## src/rtl/core/ffcc_pkg.sv

```systemverilog
// Shared types and constants for the fingertip force contact conditioner.
// No dependencies; imported by ffcc_isqrt, the top level, the checker and the testbench.
`default_nettype none

package ffcc_pkg;

  // Field widths
  localparam int IDX_W   = 3;
  localparam int FORCE_W = 24;
  localparam int PROB_W  = 16;
  localparam int MAG_W   = 24;
  localparam int RATE_W  = 48;
  localparam int ALPHA_W = 17;
  localparam int INVDT_W = 16;
  localparam int CFG_W   = 24;
  localparam int CFG_IDX_W = 3;

  // Datapath widths
  localparam int SQR_W  = 2 * FORCE_W - 1;     // one squared component
  localparam int SQ_W   = 2 * MAG_W;           // sum of squares
  localparam int SQ_TW  = SQ_W + 1;            // root trial term
  localparam int DIFF_W = MAG_W + 1;
  localparam int RAW_W  = DIFF_W + INVDT_W;
  localparam int OLD_W  = RAW_W + 1;
  localparam int ACC_W  = OLD_W + ALPHA_W + 2;
  localparam int FRAC_W = 16;

  // Square root pipeline: root bits resolved per stage
  localparam int ROOT_STEP   = 3;
  localparam int ROOT_STAGES = MAG_W / ROOT_STEP;

  // Register indexes
  localparam logic [CFG_IDX_W-1:0] REG_FORCE_THR   = 3'd0;
  localparam logic [CFG_IDX_W-1:0] REG_CONTACT_THR = 3'd1;
  localparam logic [CFG_IDX_W-1:0] REG_NATIVE_MODE = 3'd2;
  localparam logic [CFG_IDX_W-1:0] REG_RATE_ALPHA  = 3'd3;
  localparam logic [CFG_IDX_W-1:0] REG_INV_DT      = 3'd4;

  // Register reset values
  localparam logic [PROB_W-1:0]  CONTACT_THR_RST = 16'd32768;
  localparam logic [ALPHA_W-1:0] RATE_ALPHA_RST  = 17'd6554;
  localparam logic [INVDT_W-1:0] INV_DT_RST      = 16'd500;

  // Arithmetic constants
  localparam logic [ALPHA_W-1:0]       ALPHA_ONE  = 17'd65536;
  localparam logic signed [ACC_W-1:0]  ROUND_HALF = ACC_W'(32768);
  localparam logic signed [RATE_W-1:0] RAW_BOUND  = 48'sh0100_0000_0000;
  localparam logic signed [RATE_W-1:0] RAW_FLOOR  = -RAW_BOUND;

  // Side information that rides along with the magnitude computation
  typedef struct packed {
    logic [IDX_W-1:0]  idx;
    logic [PROB_W-1:0] lvl;
    logic              pgood;
    logic              last;
  } meta_t;

endpackage

`default_nettype wire

```

## src/rtl/core/ffcc_isqrt.sv

```systemverilog
// Pipelined integer square root, ROOT_STEP root bits per stage.
// Depends on ffcc_pkg (widths, meta_t).
`default_nettype none

module ffcc_isqrt import ffcc_pkg::*; (
  input  logic             clk,
  input  logic             rst,
  input  logic             in_valid,
  output logic             in_stall,
  input  logic [SQ_W-1:0]  in_sq,
  input  meta_t            in_meta,
  output logic             out_valid,
  input  logic             out_stall,
  output logic [MAG_W-1:0] out_root,
  output meta_t            out_meta
);

  logic             v        [ROOT_STAGES];
  logic             can_load [ROOT_STAGES];
  logic [SQ_W-1:0]  rem      [ROOT_STAGES-1];
  logic [MAG_W-1:0] root     [ROOT_STAGES];
  meta_t            meta     [ROOT_STAGES];

  for (genvar s = 0; s < ROOT_STAGES; s++) begin : g_stage
    localparam int TOP_BIT = MAG_W - 1 - s * ROOT_STEP;

    logic             v_src;
    logic [SQ_W-1:0]  rem_src;
    logic [SQ_W-1:0]  rem_next;
    logic [MAG_W-1:0] root_src;
    logic [MAG_W-1:0] root_next;
    meta_t            meta_src;
    logic [SQ_TW-1:0] trial;

    if (s == 0) begin : g_head
      assign v_src    = in_valid;
      assign rem_src  = in_sq;
      assign root_src = '0;
      assign meta_src = in_meta;
    end else begin : g_body
      assign v_src    = v[s-1];
      assign rem_src  = rem[s-1];
      assign root_src = root[s-1];
      assign meta_src = meta[s-1];
    end

    if (s == ROOT_STAGES - 1) begin : g_tail
      assign can_load[s] = !v[s] || !out_stall;
    end else begin : g_mid
      assign can_load[s] = !v[s] || can_load[s+1];
    end

    // (r + 2^i)^2 - r^2 = r*2^(i+1) + 2^(2i); take the bit when it fits
    always_comb begin
      rem_next  = rem_src;
      root_next = root_src;
      trial     = '0;
      for (int j = 0; j < ROOT_STEP; j++) begin
        trial = (SQ_TW'(root_next) << (TOP_BIT - j + 1)) +
                (SQ_TW'(1) << (2 * (TOP_BIT - j)));
        if ({1'b0, rem_next} >= trial) begin
          rem_next = rem_next - trial[SQ_W-1:0];
          root_next[TOP_BIT - j] = 1'b1;
        end
      end
    end

    always_ff @(posedge clk) begin
      if (rst) begin
        v[s] <= 1'b0;
      end else if (can_load[s]) begin
        v[s] <= v_src;
      end
    end

    always_ff @(posedge clk) begin
      if (can_load[s] && v_src) begin
        root[s] <= root_next;
        meta[s] <= meta_src;
      end
    end

    if (s < ROOT_STAGES - 1) begin : g_rem
      always_ff @(posedge clk) begin
        if (can_load[s] && v_src) begin
          rem[s] <= rem_next;
        end
      end
    end
  end

  assign in_stall  = !can_load[0];
  assign out_valid = v[ROOT_STAGES-1];
  assign out_root  = root[ROOT_STAGES-1];
  assign out_meta  = meta[ROOT_STAGES-1];

endmodule

`default_nettype wire

```

## config.mk

```make
export PLATFORM = sky130hd
export DESIGN_NAME = ffcc_isqrt
export DESIGN_NICKNAME = d
export VERILOG_FILES = /design/src/rtl/core/ffcc_pkg.sv /design/src/rtl/core/ffcc_isqrt.sv
export SDC_FILE = /design/constraint.sdc
export NUM_CORES = 2
export LEC_CHECK = 0
export BUFFER_PORTS_ARGS = -buffer_cell sky130_fd_sc_hd__clkbuf_2
export CORE_MARGIN = 10
export CORE_UTILIZATION = 30
export DETAILED_ROUTE_END_ITERATION = 7
export HOLD_SLACK_MARGIN = 0.1
export MAX_ROUTING_LAYER = met4
export PLACE_DENSITY = 0.53
export REMOVE_ABC_BUFFERS = 1
export SYNTH_ARGS = -nofsm -noshare
export SYNTH_HDL_FRONTEND = slang
export SYNTH_SLANG_ARGS = --single-unit
```

## constraint.sdc

```tcl
create_clock -name clk -period 8.9 [get_ports clk]
set_input_delay 0.89 -clock clk [delete_from_list [all_inputs] [get_ports clk]]
set_output_delay 0.89 -clock clk [all_outputs]
set_load 0.02 [all_outputs]
```

== Yosys cells after proc, flatten, opt, wreduce, memory -nomap -nowiden ==
Memory sizes are Yosys's and may differ from the RTL's.
Index checks and enable logic that the tools add are counted.
Cells by class
  add/subtract/negate cells: 46
  magnitude comparators: 24
  multiplexer cells: 97
  bitwise operators: 8
  reductions and logical operators: 26
Operators by type and width (number)
  two-way mux 48 bit: 23
  two-way mux 1 bit: 74
  adder 47 x 45 -> 48 bit (second input constant): 1
  >= comparator 48 x 26 -> 1 bit: 1
  >= comparator 48 x 27 -> 1 bit: 1
  >= comparator 48 x 28 -> 1 bit: 1
  >= comparator 48 x 29 -> 1 bit: 1
  >= comparator 48 x 30 -> 1 bit: 1
  >= comparator 48 x 31 -> 1 bit: 1
  >= comparator 48 x 32 -> 1 bit: 1
  >= comparator 48 x 33 -> 1 bit: 1
  >= comparator 48 x 34 -> 1 bit: 1
  >= comparator 48 x 35 -> 1 bit: 1
  >= comparator 48 x 36 -> 1 bit: 1
  >= comparator 48 x 37 -> 1 bit: 1
  >= comparator 48 x 38 -> 1 bit: 1
  >= comparator 48 x 39 -> 1 bit: 1
  >= comparator 48 x 40 -> 1 bit: 1
  >= comparator 48 x 41 -> 1 bit: 1
  >= comparator 48 x 42 -> 1 bit: 1
  >= comparator 48 x 43 -> 1 bit: 1
  >= comparator 48 x 44 -> 1 bit: 1
  >= comparator 48 x 45 -> 1 bit: 1
  >= comparator 48 x 46 -> 1 bit: 1
  other kinds (52): 82
Storage, ports and cells
  flip-flop bits (word level): 0
  RAM bits: 704
  input bits: 73
  output and inout port bits: 47
  logic and storage cells: 205
  memories: 4
Memory list
  rem: words 7, width 48, read ports 7, clocked after Yosys merged registers in 0, write ports 7, RTL line ffcc_isqrt.sv:20  | logic [SQ_W-1:0] rem [ROOT_STAGES-1];
  root: words 8, width 24, read ports 8, clocked after Yosys merged registers in 0, write ports 8, RTL line ffcc_isqrt.sv:21  | logic [MAG_W-1:0] root [ROOT_STAGES];
  meta: words 8, width 21, read ports 8, clocked after Yosys merged registers in 0, write ports 8, RTL line ffcc_isqrt.sv:22  | meta_t meta [ROOT_STAGES];
  v: words 8, width 1, read ports 8, clocked after Yosys merged registers in 0, write ports 8, RTL line ffcc_isqrt.sv:18  | logic v [ROOT_STAGES];

== Logic depth before layout (Yosys ltp) ==
An unclocked memory read counts as a cell.
  word-level depth: 14
  depth in mapped cells: 46
  gate-level depth less buffers: 43

== Least setup slack after synthesis ==
Ideal clock, no wire load.
  path type: reg2reg
  from: memory rem[5][41] in the netlist's numbering
  to: memory rem[6][39] in the netlist's numbering, data pin
  arrival time: 9.279 ns
  data required time: 8.635 ns
  slack: -0.644 ns
  stages on the path, launching flop included: 39
  clock period less this slack: 9.544 ns
  cell sequence: edfxtp_1 or4_1 or4_1 or2_4 nor3_4 nand3_4 inv_2 buf_4 buf_2 buf_1 o21ai_0 ha_1 nand4_1 nor3_1 nand3_1 or4_1 o41a_1 o2111ai_2 (+3 left out) clkbuf_1 mux2_2 ha_1 a21o_1 a21o_1 a21o_1 a21o_1 a221o_1 a21o_1 a21oi_1 nand2_1 a31oi_1 o31ai_1 nor2b_1 or4_1 a211oi_4 a32oi_1 xor2_1
RTL lines (RTL line)
  start, declared: ffcc_isqrt.sv:20

==> impl_metrics.py <==
metrics = {
    "synth": {
        "postSynth.asyncResetShare": 0,
        "synth_largest_area_cell": "sky130_fd_sc_hd__edfxtp_1",
        "synth.top_cells.by_area": "sky130_fd_sc_hd__edfxtp_1, sky130_fd_sc_hd__ha_1, sky130_fd_sc_hd__xnor2_1",
        "synth_edf_count": 620,
        "synth_largest_type_area_fraction": 0.4165,
        "synth_cells": 4583,
        "netlist_area_mm2": 0.04470,
        "synth_sequential_area_ratio": 0.4165,
        "syn_avg_cell_area_um2": 9.754,
        "yosys_warnings": 0,
        "synth.lib_cells_used.distinct": 104,
        "dominantRegCellSynth": "sky130_fd_sc_hd__edfxtp_1",
        "synth.ff_latch_count": 620,
    },
    "route": {
        "starting_drc_count_in_detailed_routing": 2223,
        "detailroute.via_count": 37180,
        "route.detailed.drc": 0,
        "totalWireLength_um": 139500,
        "number_of_optimization_iterations_in_the_first_detailed_route_pass": 7,
        "number_of_antenna_violating_nets_in_the_routed_design": 0,
        "detail_route.vias_per_cell": 5.197,
        "routed_length_per_instance_um": 19.50,
    },
    "cts": {
        "path_clk_slew_ns": 0.06,
        "cts_tree": "built",
        "tritoncts.num_buffers": 69,
        "sinks_on_clock_net": 620,
        "ctsRootBufferMaster": "sky130_fd_sc_hd__clkbuf_16",
        "cts.path.max_buffers": 3,
        "insertion_delay_ns": 0.69,
        "htree_levels": 3,
    },
    "hold_path": {
        "holdCritPathClass": "reg -> reg",
    },
    "finish": {
        "area.growth.synth_to_final_pct": 20.53,
        "numnets_final": 5578,
        "finalCoreUtilization": 0.3644,
        "layout-drive-gt1-share": 0.1791,
        "fillers": 14860,
    },
    "global_routing": {
        "number_of_antenna_violations_at_the_first_check_in_global_routing": 8,
        "grt_pass1_vias": 36080,
        "largest_net_degree_at_the_start_of_global_routing": 76,
        "global_route_wire_length_before_repair_um": 214300,
        "global_route.usage.total": 0.1685,
        "grt_overflow": 0,
    },
    "floorplanning": {
        "number_of_rows_created_at_floorplan": 141,
        "fp.dieArea_mm2": 0.1648,
        "dieHeight_um": 406.0,
        "core_area_mm2": 0.1478,
        "die_x_um": 406.0,
        "i_o_pin_cnt": 120,
        "initial_core_util": 0.3024,
    },
    "sta": {
        "clock_skew_ns": 0.07889,
        "setup-violations-final": 0,
        "max_clock_freq_mhz": 117.2,
        "tightest_pin_transition_ns": 1.071,
        "relative_max_transition_margin": 0.2767,
        "period_minus_slack_ns": 8.530,
        "hold_ws_ns": 0.3977,
        "finalCritPeriodShare": 0.9584,
        "hold_violations": 0,
        "rsz0062_at_grt": "true",
        "report.final.slew_viol_count": 0,
    },
    "outcome": {
        "run_status": "completed",
    },
    "setup_path": {
        "worst_path_max_delay_cell": "sky130_fd_sc_hd__or4_4",
        "wp_buf_inv": 3,
        "cp-start-kind": "flop",
        "cpPeakStageDelay_ns": 0.55,
        "endpoint_kind": "flop",
        "crit_type": "reg -> reg",
        "path_delay_family": "simple AND/OR/NAND/NOR gates",
        "worst-path-max-fanout": 6,
        "worstPathRequired_ns": 9.33,
        "timing.critical_path.mode_cell": "sky130_fd_sc_hd__a21o_1",
        "cp.arrival_ns": 8.96,
    },
    "placed_design": {
        "hpwl_detailed_um": 114300,
        "routabilityCongestion": 0.9302,
        "portBuffers": 119,
    },
    "power": {
        "largest_voltage_drop_on_the_vdd_net_uv": 167.9,
        "lkg_pwr_nw": 20.61,
        "power.density_cell_area_mw_per_mm2": 165.2,
        "fin_total_pwr_mw": 8.902,
    },
    "job": {
        "max_cap_viol": 0,
    },
}
==> synth_stat cells (62+ instances only) <==
master,number
sky130_fd_sc_hd__a21o_1,137
sky130_fd_sc_hd__a21oi_1,375
sky130_fd_sc_hd__clkbuf_1,70
sky130_fd_sc_hd__edfxtp_1,620
sky130_fd_sc_hd__ha_1,336
sky130_fd_sc_hd__inv_1,241
sky130_fd_sc_hd__nand2_1,359
sky130_fd_sc_hd__nand3_1,104
sky130_fd_sc_hd__nand4_1,72
sky130_fd_sc_hd__nor2_1,362
sky130_fd_sc_hd__nor2b_1,64
sky130_fd_sc_hd__nor3_1,127
sky130_fd_sc_hd__nor4_1,95
sky130_fd_sc_hd__o21a_1,62
sky130_fd_sc_hd__o21ai_0,228
sky130_fd_sc_hd__xnor2_1,268
sky130_fd_sc_hd__xor2_1,149
==> per-layer routing <==
layer	global-route usage	routed length [um]
met1	0.2148	63550
met2	0.2827	67200
met3	0.01813	4748
met4	0.04677	3977
met5	-	0
==> worst paths after layout <==
| path | end | slack [ns] | depth (start not counted) | startpoint |
|---|---|---|---|---|
| max | rem[6][37] | 0.37 | 38 | rem[5][41] |
| min | meta[1][56] | 0.40 | 0 | meta[1][35] |
| max reg2reg | rem[6][37] | 0.37 | 38 | rem[5][41] |
| min reg2reg | meta[1][56] | 0.40 | 0 | meta[1][35] |
==> cell families (layout without fill, tap and decap cells) <==
family,after synthesis,after routing,share of synthesized area
other,0,1,0
buffers and inverters,348,987,0.03001
and+or+nand+nor,1546,1546,0.1776
adders and majority gates,336,336,0.09405
DFF,620,620,0.4165
AOI/OAI and AO/OA,1238,1238,0.1804
xor gates and xnor gates,418,418,0.08207
muxes,77,77,0.01937
==> registers in the layout, summed over array words and instances (netlist names) <==
name and cells:
rem 336, meta 168, root 108, v 8
==> metrics by stage <==
step,setup TNS [ns],cell area [um2],setup WS [ns],std cells
after floorplan,-19.42,44290,-1.003,4482
after global placement,-0.7261,50940,-0.4170,7004
after detailed placement,-1.042,50940,-0.5273,7004
after CTS,0,53230,0.01896,7128
after global routing,-0.1343,53880,-0.06029,7153
final,0,53880,0.3700,7153
==> cell type report <==
class / count / area [um2] / share of cell area
Antenna cell: 1 / 2.502 / 0.00004645
Clock inverter: 44 / 504.2 / 0.009359
Clock buffer: 80 / 1768 / 0.03281
Sequential cell: 620 / 18620 / 0.3456
Timing Repair Buffer: 616 / 4402 / 0.08170
Inverter: 247 / 933.4 / 0.01732
Multi-Input combinational cell: 3615 / 25230 / 0.4684
Tap cell: 1930 / 2415 / 0.04482
==> where the power goes <==
group | total, mW | switching (mW) | internal, mW
Clock | 2.86 | 1.25 | 1.61
Sequential | 3.51 | 0.0911 | 3.41
Combinational | 2.54 | 1.46 | 1.08
Total | 8.90 | 2.80 | 6.10
==> placed cells by master (no fill, tap or decap), types with 14 or more instances in the layout <==
cell / Yosys / routed
sky130_fd_sc_hd__edfxtp_1: 620 / 620
sky130_fd_sc_hd__buf_4: 3 / 486
sky130_fd_sc_hd__a21oi_1: 375 / 365
sky130_fd_sc_hd__nand2_1: 359 / 357
sky130_fd_sc_hd__nor2_1: 362 / 356
sky130_fd_sc_hd__ha_1: 336 / 320
sky130_fd_sc_hd__xnor2_1: 268 / 267
sky130_fd_sc_hd__inv_1: 241 / 236
sky130_fd_sc_hd__o21ai_0: 228 / 217
sky130_fd_sc_hd__xor2_1: 149 / 149
sky130_fd_sc_hd__a21o_1: 137 / 137
sky130_fd_sc_hd__nor3_1: 127 / 123
sky130_fd_sc_hd__clkbuf_2: 0 / 119
sky130_fd_sc_hd__nand3_1: 104 / 102
sky130_fd_sc_hd__nor4_1: 95 / 95
sky130_fd_sc_hd__nand4_1: 72 / 72
sky130_fd_sc_hd__clkbuf_16: 0 / 70
sky130_fd_sc_hd__o21a_1: 62 / 62
sky130_fd_sc_hd__nor2b_1: 64 / 61
sky130_fd_sc_hd__nand2b_1: 59 / 59
sky130_fd_sc_hd__or3_1: 49 / 49
sky130_fd_sc_hd__mux2_2: 48 / 48
sky130_fd_sc_hd__o31ai_1: 51 / 46
sky130_fd_sc_hd__o211ai_1: 39 / 39
sky130_fd_sc_hd__a211oi_1: 40 / 39
sky130_fd_sc_hd__a31oi_1: 42 / 38
sky130_fd_sc_hd__and2_1: 39 / 37
sky130_fd_sc_hd__or2_2: 36 / 36
sky130_fd_sc_hd__o21bai_1: 31 / 30
sky130_fd_sc_hd__or4_1: 33 / 29
sky130_fd_sc_hd__and3_1: 30 / 29
sky130_fd_sc_hd__nor3b_1: 26 / 25
sky130_fd_sc_hd__mux2i_1: 22 / 22
sky130_fd_sc_hd__o21ai_1: 9 / 18
sky130_fd_sc_hd__and4_1: 18 / 18
sky130_fd_sc_hd__a21boi_0: 19 / 17
sky130_fd_sc_hd__nand4b_1: 17 / 17
sky130_fd_sc_hd__o2111ai_1: 16 / 16
sky130_fd_sc_hd__o31a_1: 14 / 14
==> what timing repair did <==
action | 4_1_cts | 5_1_grt
endpoints found under the setup margin | 15 | 118
hold buffers | 0 | 0
pin swaps | 1 | 30
gates resized for setup | 8 | 103
cloned | 0 | 2
buffers inserted | 0 | 22
(Power assumes the default switching activity.)
